[src/hw/rtl/pcx_pkg.sv]
// Shared types, constants and the byte-wide CRC update for the payload checksum block.
package pcx_pkg;

   localparam logic [15:0] CRC_POLY = 16'h1021;
   localparam logic [15:0] CRC_TOP  = 16'h8000;
   localparam logic [7:0]  BYTE_TOP = 8'h80;

   // Number of bytes held in the delay line.
   typedef enum logic [1:0] {
      HELD_NONE = 2'd0,
      HELD_ONE  = 2'd1,
      HELD_TWO  = 2'd2
   } held_count_type;

   // One finished checksum, passed from the tracker to the output buffer.
   typedef struct packed {
      logic        valid;
      logic [15:0] checksum;
   } result_type;

   // MSB-first CRC-16 update with one byte, eight bit steps.
   function automatic logic [15:0] crc_feed(input logic [15:0] crc, input logic [7:0] data);
      logic [15:0] c;
      logic [7:0]  v;
      logic        fb;
      c = crc;
      v = data;
      for (int i = 0; i < 8; i++) begin
         fb = ((c & CRC_TOP) != 16'h0000) ^ ((v & BYTE_TOP) != 8'h00);
         c  = {c[14:0], 1'b0};
         if (fb) begin
            c = c ^ CRC_POLY;
         end
         v = {v[6:0], 1'b0};
      end
      return c;
   endfunction

endpackage

[src/hw/rtl/pcx_track.sv]
// Delay line, CRC accumulator and checksum formation for one packet at a time.
module pcx_track (
   input  logic                clock,
   input  logic                reset,
   input  logic                take,
   input  logic [7:0]          data_byte,
   input  logic                last_byte,
   output pcx_pkg::result_type result
);

   logic [15:0] crc_ff, crc_in;
   logic [7:0]  held0_ff, held0_in;
   logic [7:0]  held1_ff, held1_in;
   logic [1:0]  count_ff, count_in;
   logic [15:0] sum;

   always_comb begin
      crc_in   = crc_ff;
      held0_in = held0_ff;
      held1_in = held1_ff;
      case (count_ff)
         pcx_pkg::HELD_NONE: begin
            held0_in = data_byte;
            count_in = pcx_pkg::HELD_ONE;
         end
         pcx_pkg::HELD_ONE: begin
            held1_in = data_byte;
            count_in = pcx_pkg::HELD_TWO;
         end
         default: begin
            // A full line: the oldest byte moves into the CRC.
            crc_in   = pcx_pkg::crc_feed(crc_ff, held0_ff);
            held0_in = held1_ff;
            held1_in = data_byte;
            count_in = pcx_pkg::HELD_TWO;
         end
      endcase

      if (count_in == pcx_pkg::HELD_ONE) begin
         sum = crc_in ^ {8'h00, held0_in};
      end else begin
         sum = crc_in ^ {held0_in, held1_in};
      end

      result.valid    = take && last_byte;
      result.checksum = sum;
   end

   always_ff @(posedge clock) begin
      if (reset) begin
         crc_ff   <= 16'h0000;
         held0_ff <= 8'h00;
         held1_ff <= 8'h00;
         count_ff <= pcx_pkg::HELD_NONE;
      end else if (take) begin
         if (last_byte) begin
            crc_ff   <= 16'h0000;
            held0_ff <= 8'h00;
            held1_ff <= 8'h00;
            count_ff <= pcx_pkg::HELD_NONE;
         end else begin
            crc_ff   <= crc_in;
            held0_ff <= held0_in;
            held1_ff <= held1_in;
            count_ff <= count_in;
         end
      end
   end

endmodule

[src/hw/rtl/pcx_skid.sv]
// Two-entry output register with skid stage for the checksum channel.
module pcx_skid (
   input  logic                clock,
   input  logic                reset,
   input  pcx_pkg::result_type result,
   output logic                full,
   output logic                out_valid,
   output logic [15:0]         out_checksum,
   input  logic                out_stall
);

   logic        main_valid_ff;
   logic [15:0] main_data_ff;
   logic        skid_valid_ff;
   logic [15:0] skid_data_ff;
   logic        pop;

   assign pop          = main_valid_ff && !out_stall;
   assign full         = skid_valid_ff;
   assign out_valid    = main_valid_ff;
   assign out_checksum = main_data_ff;

   always_ff @(posedge clock) begin
      if (reset) begin
         main_valid_ff <= 1'b0;
         skid_valid_ff <= 1'b0;
      end else if (skid_valid_ff) begin
         if (pop) begin
            main_data_ff  <= skid_data_ff;
            skid_valid_ff <= 1'b0;
         end
      end else if (result.valid) begin
         if (main_valid_ff && !pop) begin
            skid_data_ff  <= result.checksum;
            skid_valid_ff <= 1'b1;
         end else begin
            main_data_ff  <= result.checksum;
            main_valid_ff <= 1'b1;
         end
      end else if (pop) begin
         main_valid_ff <= 1'b0;
      end
   end

endmodule

[src/hw/rtl/payload_crc16_tail_xor.sv]
// Top level of the packet checksum block: CRC-16 over all but the last two bytes, tail XORed in.
//
// Usage: a packet enters on the req_ channel one byte per transfer, with
// req_last_byte high on its final byte. Each packet yields exactly one
// transfer on the rsp_ channel, carrying rsp_checksum: the MSB-first CRC-16
// (polynomial 0x1021, initial value zero) of every byte but the final two,
// XORed with the second-to-last byte in the upper half and the last byte in
// the lower half. A one-byte packet returns that byte zero-extended.
// Output: the checksum is registered, in the skid entry while the output is held.
// Throughput: one byte per cycle while req_stall is low; the byte-wide CRC
// update fits between the state registers, so bytes can follow in every cycle.
// Stalls: results sit in an output register backed by one skid entry, so
// input keeps flowing while a result waits. req_stall rises only once both
// entries hold results, and falls the cycle after the receiver takes one.
// Reset: synchronous and active high; it clears the CRC, the delay line and
// both output entries, so the first byte afterwards starts a new packet.
module payload_crc16_tail_xor (
   input  logic        clock,
   input  logic        reset,
   input  logic        req_valid,
   output logic        req_stall,
   input  logic [7:0]  req_data_byte,
   input  logic        req_last_byte,
   output logic        rsp_valid,
   input  logic        rsp_stall,
   output logic [15:0] rsp_checksum
);

   pcx_pkg::result_type result;
   logic                buffer_full;
   logic                take;

   // A byte transfer happens whenever a byte is offered and the skid entry is free.
   assign take      = req_valid && !buffer_full;
   assign req_stall = buffer_full;

   // Packet state and checksum formation.
   pcx_track u_track (
      .clock     (clock),
      .reset     (reset),
      .take      (take),
      .data_byte (req_data_byte),
      .last_byte (req_last_byte),
      .result    (result)
   );

   // Result register plus skid entry towards the receiver.
   pcx_skid u_skid (
      .clock        (clock),
      .reset        (reset),
      .result       (result),
      .full         (buffer_full),
      .out_valid    (rsp_valid),
      .out_checksum (rsp_checksum),
      .out_stall    (rsp_stall)
   );

endmodule

[config.mk]
export PLATFORM = sky130hd
export DESIGN_NAME = payload_crc16_tail_xor
export DESIGN_NICKNAME = d
export VERILOG_FILES = /design/src/hw/rtl/pcx_pkg.sv /design/src/hw/rtl/pcx_track.sv /design/src/hw/rtl/pcx_skid.sv /design/src/hw/rtl/payload_crc16_tail_xor.sv
export SDC_FILE = /design/constraint.sdc
export NUM_CORES = 1
export LEC_CHECK = 0
export BUFFER_PORTS_ARGS = -buffer_cell sky130_fd_sc_hd__clkbuf_2
export CELL_PAD_IN_SITES_DETAIL_PLACEMENT = 2
export CELL_PAD_IN_SITES_GLOBAL_PLACEMENT = 2
export CORE_ASPECT_RATIO = 2
export CORE_MARGIN = 8
export CORE_UTILIZATION = 25
export DETAILED_ROUTE_END_ITERATION = 10
export PLACE_DENSITY = 0.59
export SYNTH_ARGS = -nofsm -noshare
export SYNTH_HDL_FRONTEND = slang
export SYNTH_HIERARCHICAL = 1
export SYNTH_SLANG_ARGS = --single-unit
[constraint.sdc]
create_clock -name clock -period 3.25 [get_ports clock]
set_input_delay 0.4875 -clock clock [delete_from_list [all_inputs] [get_ports clock]]
set_output_delay 0.4875 -clock clock [all_outputs]
set_load 0.02 [all_outputs]
# Word level (Yosys, flattened, before mapping)
# Cells that the tools add are included.
dict set report op_classes {
  eq_ne 5
  n_mux 35
  n_bitwise 20
  reduce_logical 14
}
# operator count
set ops {}
lappend ops {{two-way mux 16 bit} 14}
lappend ops {{two-way mux 13 bit} 8}
lappend ops {{two-way mux 8 bit} 3}
lappend ops {{inverter 3 bit} 8}
lappend ops {{case mux 8 bit (2 select lines)} 1}
lappend ops {{bitwise XOR 16 bit} 1}
lappend ops {{bitwise XOR 16 x 8 -> 16 bit} 1}
lappend ops {{AND reduction 4 bit} 2}
lappend ops {{bitwise XOR 1 bit} 8}
lappend ops {{two-way mux 1 bit} 7}
lappend ops {{equality test 2 x 1 -> 1 bit, second input constant} 2}
lappend ops {{logical AND 1 bit} 4}
lappend ops {{two-way mux 2 bit} 2}
lappend ops {{!= test 2 bit, second input constant} 2}
lappend ops {{nonzero test 2 bit} 2}
lappend ops {{zero test 1 bit} 3}
lappend ops {{AND reduction 3 bit} 1}
lappend ops {{zero test 2 bit} 1}
lappend ops {{!= test 2 x 1 -> 1 bit, second input constant} 1}
lappend ops {{inverter 1 bit} 2}
lappend ops {{OR reduction 2 bit} 1}
dict set report totals {
  ff_bits 68
  inputBits 13
}

# Depth between registers and ports, before layout
# Gate-level depths: netlist of the first run.
dict set report depth {
  word_depth 29
  depth_mapped 7
  mapped_depth_nobuf 5
}

# By module
# The synthesis of the first run kept the hierarchy.
# module instances cells_each area_each_um2 seq_area_each_um2
set modules_own_cells {}
lappend modules_own_cells {pcx_track 1 239 2197.1 680.7}
lappend modules_own_cells {pcx_skid 1 62 1270.0 1001.0}
lappend modules_own_cells {payload_crc16_tail_xor 1 1 13.8 0.0}

# Worst setup path before layout of the first run
# Ideal clock, no wire load.
dict set report synth_path {
  kind {input to register}
  start {input port req_valid}
  end {register u_skid.skid_data_ff[0], enable pin}
  setup_time_ns 0.409
  t_arrival_ns 2.108
  t_required_ns 2.841
  path_slack_ns 0.732
  stages 4
  cell_sequence {nor2b_4 > and2_1 > nand2b_4 > nor3_1}
}
# element line_no
set synth_rtl {}
lappend synth_rtl {{start, declared} payload_crc16_tail_xor.sv:20} ;# input logic req_valid,
lappend synth_rtl {{end signal, assigned} pcx_skid.sv:34} ;# skid_data_ff <= result.checksum;
lappend synth_rtl {{end, declared} pcx_skid.sv:15} ;# logic [15:0] skid_data_ff;

==> results of run 1 <==
-- flip-flops by register name (all words and copies together) (netlist names) --
| signal | count |
|---|---|
| u_skid/out_checksum | 16 |
| u_skid/skid_data_ff | 16 |
| u_track/crc_ff | 16 |
| u_track/held0_ff | 8 |
| u_track/held1_ff | 8 |
| u_track/count_ff | 2 |
| u_skid/full | 1 |
| u_skid/out_valid | 1 |
-- stage by stage --
step | area, µm² | power, mW | instances | hold WS [ns]
3_3_place_gp | 3822 | 1.166 | 482 | 0.4752
6_report | 4076 | 2.010 | 498 | 0.4446
3_5_place_dp | 3822 | 1.175 | 482 | 0.4892
5_1_grt | 4076 | 2.096 | 498 | 0.4751
2_1_floorplan | 3481 | 1.102 | 302 | 0.4638
4_1_cts | 4076 | 2.050 | 498 | 0.4346
-- critical path: stages (launching register included) --
cell and delay [ns]:
dfxtp_1 0.34, xnor2_1 0.47, xnor3_2 0.47, xnor2_1 0.16, mux2i_1 0.11, mux2_1 0.30
-- synthesized netlist by cell type, types with 5 or more instances --
| cell | count |
|---|---|
| xnor2_1 | 16 |
| xor2_1 | 16 |
| buf_2 | 5 |
| o21ai_0 | 16 |
| a2bb2oi_1 | 5 |
| nand2_1 | 23 |
| xnor3_1 | 8 |
| mux2_2 | 12 |
| dfxtp_1 | 36 |
| nor2_1 | 34 |
| a22oi_1 | 6 |
| mux2i_1 | 27 |
| clkbuf_1 | 9 |
| edfxtp_1 | 32 |
| nor2b_1 | 15 |
| a21oi_1 | 15 |
-- power by group --
| group | leakage [nW] | switching, mW | total [mW] | internal, mW |
|---|---|---|---|---|
| Combinational | 0.851 | 0.118 | 0.213 | 0.0950 |
| Clock | 0.125 | 0.350 | 0.859 | 0.509 |
| Sequential | 0.581 | 0.0201 | 0.938 | 0.918 |
| Total | 1.56 | 0.488 | 2.01 | 1.52 |
-- area by class of cell --
| cell class | count | area [µm²] |
|---|---|---|
| repair buffers | 39 | 217.7 |
| well taps | 157 | 196.4 |
| flip-flops and latches | 68 | 1682 |
| multi-input cells | 217 | 1723 |
| clock inverters | 4 | 17.52 |
| fillers | 1494 | 9662 |
| clock buffers | 12 | 236.5 |
| inverters | 1 | 3.754 |
-- kinds of logic (layout without fill, tap and decap cells) --
family          after synthesis  in the layout  synth area share [%]
simple gates                 81             81                 10.82
flops                        68             68                 48.31
xor+xnor                     47             47                 17.58
compound gates               46             46                 8.016
mux                          43             43                 12.94
buf+inv                      17             56                 2.336
-- routing by layer --
layer	GRT usage, %	vias up	part of all wire (%)
met5	0	-	0
met4	4.393	0	1.6
met3	2.051	9	2.5
met2	19.32	23	55
met1	11.82	1194	41
li1	-	1122	-
-- path summary, 6_finish.rpt --
path                                     startpoint                      end  slack, ns  depth (start not counted)
worst min-delay path               req_data_byte[3]      u_track/held1_ff[3]       0.44                          3
worst max register to register    u_track/crc_ff[8]  u_skid/out_checksum[12]       1.14                          5
worst max-delay path              u_track/crc_ff[8]  u_skid/out_checksum[12]       1.14                          5
worst min register to register  u_track/held1_ff[3]      u_track/held1_ff[3]       0.50                          2
==> flow_metrics.py, run 1 <==
metrics = {
    "run_status": {
        "status": "finished clean",
    },
    "sta": {
        "max_freq_mhz": 473.9,
        "period_needed_ns": 2.110,
        "rsz0062_at_grt": "no",
        "hold_viol_final": 0,
        "slew_headroom_pct": 47.72,
        "fin_skew_ns": 0.004072,
        "finalSetupViolations": 0,
        "layout_setup_ws_ns": 1.140,
        "tightest_slew_ns": 0.7841,
        "period_share_pct": 64.93,
        "slew_viol_final": 0,
        "setup_tns_ns": 0,
    },
    "setup_path": {
        "path_class": "flip-flop to flip-flop",
        "crit_required_ns": 3.32,
        "startpoint_type": "flip-flop",
        "path_max_fanout": 3,
        "end_kind": "flip-flop",
        "arrival_ns": 2.18,
    },
    "cells_and_area": {
        "layout-drive-gt1-share_pct": 21.99,
        "final_common_cell": "dfxtp_1",
        "area_growth_pct": 17.11,
        "final_nets": 349,
        "insertedDiodeCount": 0,
        "fin_util_pct": 29.67,
        "final_cell_mix": "dfxtp_1, nor2_1, edfxtp_1, clkbuf_2, mux2i_1",
    },
    "clock_network": {
        "cts_resized": 0,
        "clk_latency_ns": 0.33,
        "htree_levels": 3,
        "cts.sinks": 68,
        "tritoncts": "built",
        "root_buffer": "clkbuf_16",
        "numCtsBuffers": 9,
        "clockBufferDepth": 2,
        "cts.reportedPaths.clkPinSlew_ns": 0.05,
        "cts_hold_buf": 0,
        "post-cts-setup-buffers": 0,
    },
    "power": {
        "powerDensity_nw_per_um2": 493.0,
        "ir_worst_vdd_mv": 0.2640,
        "p_leak_nw": 1.557,
    },
    "logic_synthesis": {
        "yosys.area.top_type": "edfxtp_1",
        "ys.flop_type": "dfxtp_1",
        "ys_top_cells_by_area": "edfxtp_1, dfxtp_1, mux2i_1",
        "ys.warnings.count": 6,
        "syn_inst": 302,
        "ys_ff_latch": 68,
        "async_flop_share_pct": 0,
        "ys_types": 35,
        "avgSynthCellArea_um2": 11.53,
        "syn_area_um2": 3481,
        "synth_edf_count": 32,
        "synth_top_area_share_pct": 27.61,
        "synth-seq-area-share_pct": 48.31,
        "syn-num-nets": 315,
    },
    "hold_path": {
        "hold_class": "input port to flip-flop",
    },
    "global_route": {
        "grtUsageTotal_pct": 10.69,
        "grt_pass1_wl_um": 14750,
        "grt_max_degree": 30,
        "grt_pass1_vias": 2585,
        "grt.overflow.total": 0,
        "antenna_found_initial": 0,
    },
    "placement": {
        "dp_hpwl_um": 6533,
        "place_ws_ns": 1.108,
        "place.gp.congestion": 0.7138,
        "port_buffers": 30,
    },
    "route": {
        "firstDrtPassIters": 4,
        "drtIter0Drc": 52,
        "drcViolationCount": 0,
        "wl_per_cell_um": 18.40,
        "via_per_inst": 4.715,
        "wl_um": 9161,
        "vias": 2348,
        "postRouteAntennaNets": 0,
    },
    "floorplan": {
        "initial_core_util_pct": 25.34,
        "io-pin-count": 31,
        "std_cell_rows": 61,
        "core_region_area_um2": 13740,
        "fp.dieW_um": 99.44,
        "die-area_um2": 18180,
        "die_h_um": 182.9,
    },
    "job": {
        "cap_violations": 0,
    },
}
No activity file was read; power rests on OpenSTA's default activity.
==> run 2, diff against run 1 <==
ABC_AREA = 1   (was unset)
PLACE_DENSITY = 0.65   (was 0.59)
clock period = 2.1 ns   (was 3.25 ns; I/O delays follow)
==> flow_metrics.py, run 2 <==
metrics = {
    "run_status": {
        "status": "finished clean",
    },
    "clock_network": {
        "cts_resized": 0,
        "post-cts-setup-buffers": 0,
        "numCtsBuffers": 9,
        "clockBufferDepth": 2,
        "cts.sinks": 68,
        "clk_latency_ns": 0.34,
        "tritoncts": "built",
        "cts.reportedPaths.clkPinSlew_ns": 0.06,
        "cts_hold_buf": 0,
        "htree_levels": 3,
        "root_buffer": "clkbuf_16",
    },
    "sta": {
        "tightest_slew_ns": 0.5019,
        "period_needed_ns": 1.803,
        "layout_setup_ws_ns": 0.2973,
        "max_freq_mhz": 554.7,
        "period_share_pct": 85.84,
        "slew_viol_final": 0,
        "slew_headroom_pct": 66.49,
        "fin_skew_ns": 0.01198,
        "finalSetupViolations": 0,
        "setup_tns_ns": 0,
        "hold_viol_final": 0,
        "rsz0062_at_grt": "no",
        "hold_ws_ns": 0.2450,
    },
    "power": {
        "total_power_mw": 3.339,
        "ir_worst_vdd_mv": 0.3881,
        "p_leak_nw": 1.777,
        "powerDensity_nw_per_um2": 782.6,
    },
    "route": {
        "vias": 3271,
        "drcViolationCount": 0,
        "wl_um": 12310,
        "wl_per_cell_um": 17.31,
        "postRouteAntennaNets": 0,
        "drtIter0Drc": 61,
        "via_per_inst": 4.601,
        "firstDrtPassIters": 4,
    },
    "setup_path": {
        "cp_top_family": "simple AND/OR/NAND/NOR gates",
        "end_kind": "flip-flop",
        "max_stage_delay_ns": 0.46,
        "arrival_ns": 1.82,
        "cpMaxStageDelayCell": "dfxtp_1",
        "path_max_fanout": 16,
        "startpoint_type": "flip-flop",
        "crit_required_ns": 2.12,
        "path_class": "flip-flop to flip-flop",
        "r2r_setup_slack_ns": 0.30,
        "path_cells": "nor2_2, nand2_1, inv_1, inv_1, nand2_1, nand2_1, nor2_1, buf_4",
        "cp_common_cell": "nand2_1",
        "path_buf_inv": 3,
    },
    "cells_and_area": {
        "fin_util_pct": 29.89,
        "fill_cells": 1738,
        "insertedDiodeCount": 0,
        "area_growth_pct": 17.75,
        "final_common_cell": "nand2_1",
        "final_nets": 527,
        "fin_area_um2": 4267,
        "fin_cells": 711,
        "layout-drive-gt1-share_pct": 18.69,
        "final_cell_mix": "nand2_1, inv_1, dfxtp_1, nor2_1, edfxtp_1",
    },
    "logic_synthesis": {
        "syn-num-nets": 492,
        "ys_types": 33,
        "avgSynthCellArea_um2": 7.565,
        "ys_top_cells_by_area": "edfxtp_1, dfxtp_1, nand2_1",
        "ys_ff_latch": 68,
        "async_flop_share_pct": 0,
        "syn_area_um2": 3623,
        "synth_edf_count": 32,
        "yosys-top-cells-count": "nand2_1, inv_1, dfxtp_1, nor2_1, edfxtp_1",
        "synth-seq-area-share_pct": 46.41,
        "ys.flop_type": "dfxtp_1",
        "yosys.area.top_type": "edfxtp_1",
        "syn_inst": 479,
        "ys.warnings.count": 6,
        "synth.most_common_cell": "nand2_1",
        "synth_top_area_share_pct": 26.52,
    },
    "hold_path": {
        "hold_class": "input port to flip-flop",
    },
    "job": {
        "cap_violations": 0,
    },
    "placement": {
        "place_ws_ns": 0.2971,
        "place_inst": 695,
        "port_buffers": 30,
        "place_area_um2": 3991,
        "dp_hpwl_um": 9387,
        "place.gp.congestion": 0.7580,
    },
    "global_route": {
        "grt_pass1_wl_um": 19450,
        "grt-busiest-layer": "met2",
        "grt_max_degree": 25,
        "antenna_found_initial": 0,
        "met3_usage_pct": 2.610,
        "grtUsageMet2_pct": 27.91,
        "grtUsageMet1_pct": 12.25,
        "grt_pass1_vias": 3727,
        "grtUsageTotal_pct": 13.78,
        "grt.overflow.total": 0,
    },
    "floorplan": {
        "io-pin-count": 31,
        "initial_core_util_pct": 25.39,
        "die_h_um": 186.3,
        "fp.dieW_um": 101.1,
        "std_cell_rows": 62,
        "die-area_um2": 18840,
        "core_region_area_um2": 14270,
    },
}
run 2: changes by cell type after synthesis, moves of 15 or more:
| cell | change |
|---|---|
| nand2_2 | +19 |
| inv_1 | +43 |
| nor2b_1 | -15 |
| mux2i_1 | -27 |
| nand3_1 | +24 |
| nand2_1 | +152 |
run 2: routing by layer:
layer	part of all wire, %	vias to the layer above
li1	-	1597
met1	35	1609
met2	59	45
met3	2.9	20
met4	2.9	0
met5	0	-
run 2: layout make-up:
class	count	area [µm²]	share of cell area, %
clock buffer	9	225.2	5.279
clock inverter	7	50.05	1.173
inverter	54	205.2	4.809
multi-input combinational	339	1599	37.48
sequential	68	1682	39.41
tap	192	240.2	5.630
timing repair buffer	42	265.3	6.217
run 2: power by group:
group          switching (mW)  internal, mW
Sequential             0.0318          1.44
Combinational           0.310         0.138
Clock                   0.618         0.803
Total                   0.960          2.38
run 2: cells by family (layout without fill, tap and decap cells):
family | count (synthesis) | count (layout) | share of synthesized area, %
AND/OR/NAND/NOR | 266 | 266 | 31.22
buffers and inverters | 72 | 112 | 9.461
flip-flops | 68 | 68 | 46.41
AO/OA/AOI/OAI | 60 | 60 | 9.772
XOR/XNOR | 13 | 13 | 3.142
run 2: worst min-delay path: cells and delay by family:
family	cells	cell delay, ns
buffers and inverters	2	0.16
AO/OA/AOI/OAI	1	0.06
run 2: worst paths after layout:
check	to	from	cells after the start
worst max-delay path	u_skid/out_checksum[2]	u_skid/full	8
worst min-delay path	u_track/held1_ff[1]	req_data_byte[1]	3
worst max register to register	u_skid/out_checksum[2]	u_skid/full	8
worst min register to register	u_track/crc_ff[4]	u_track/crc_ff[4]	2
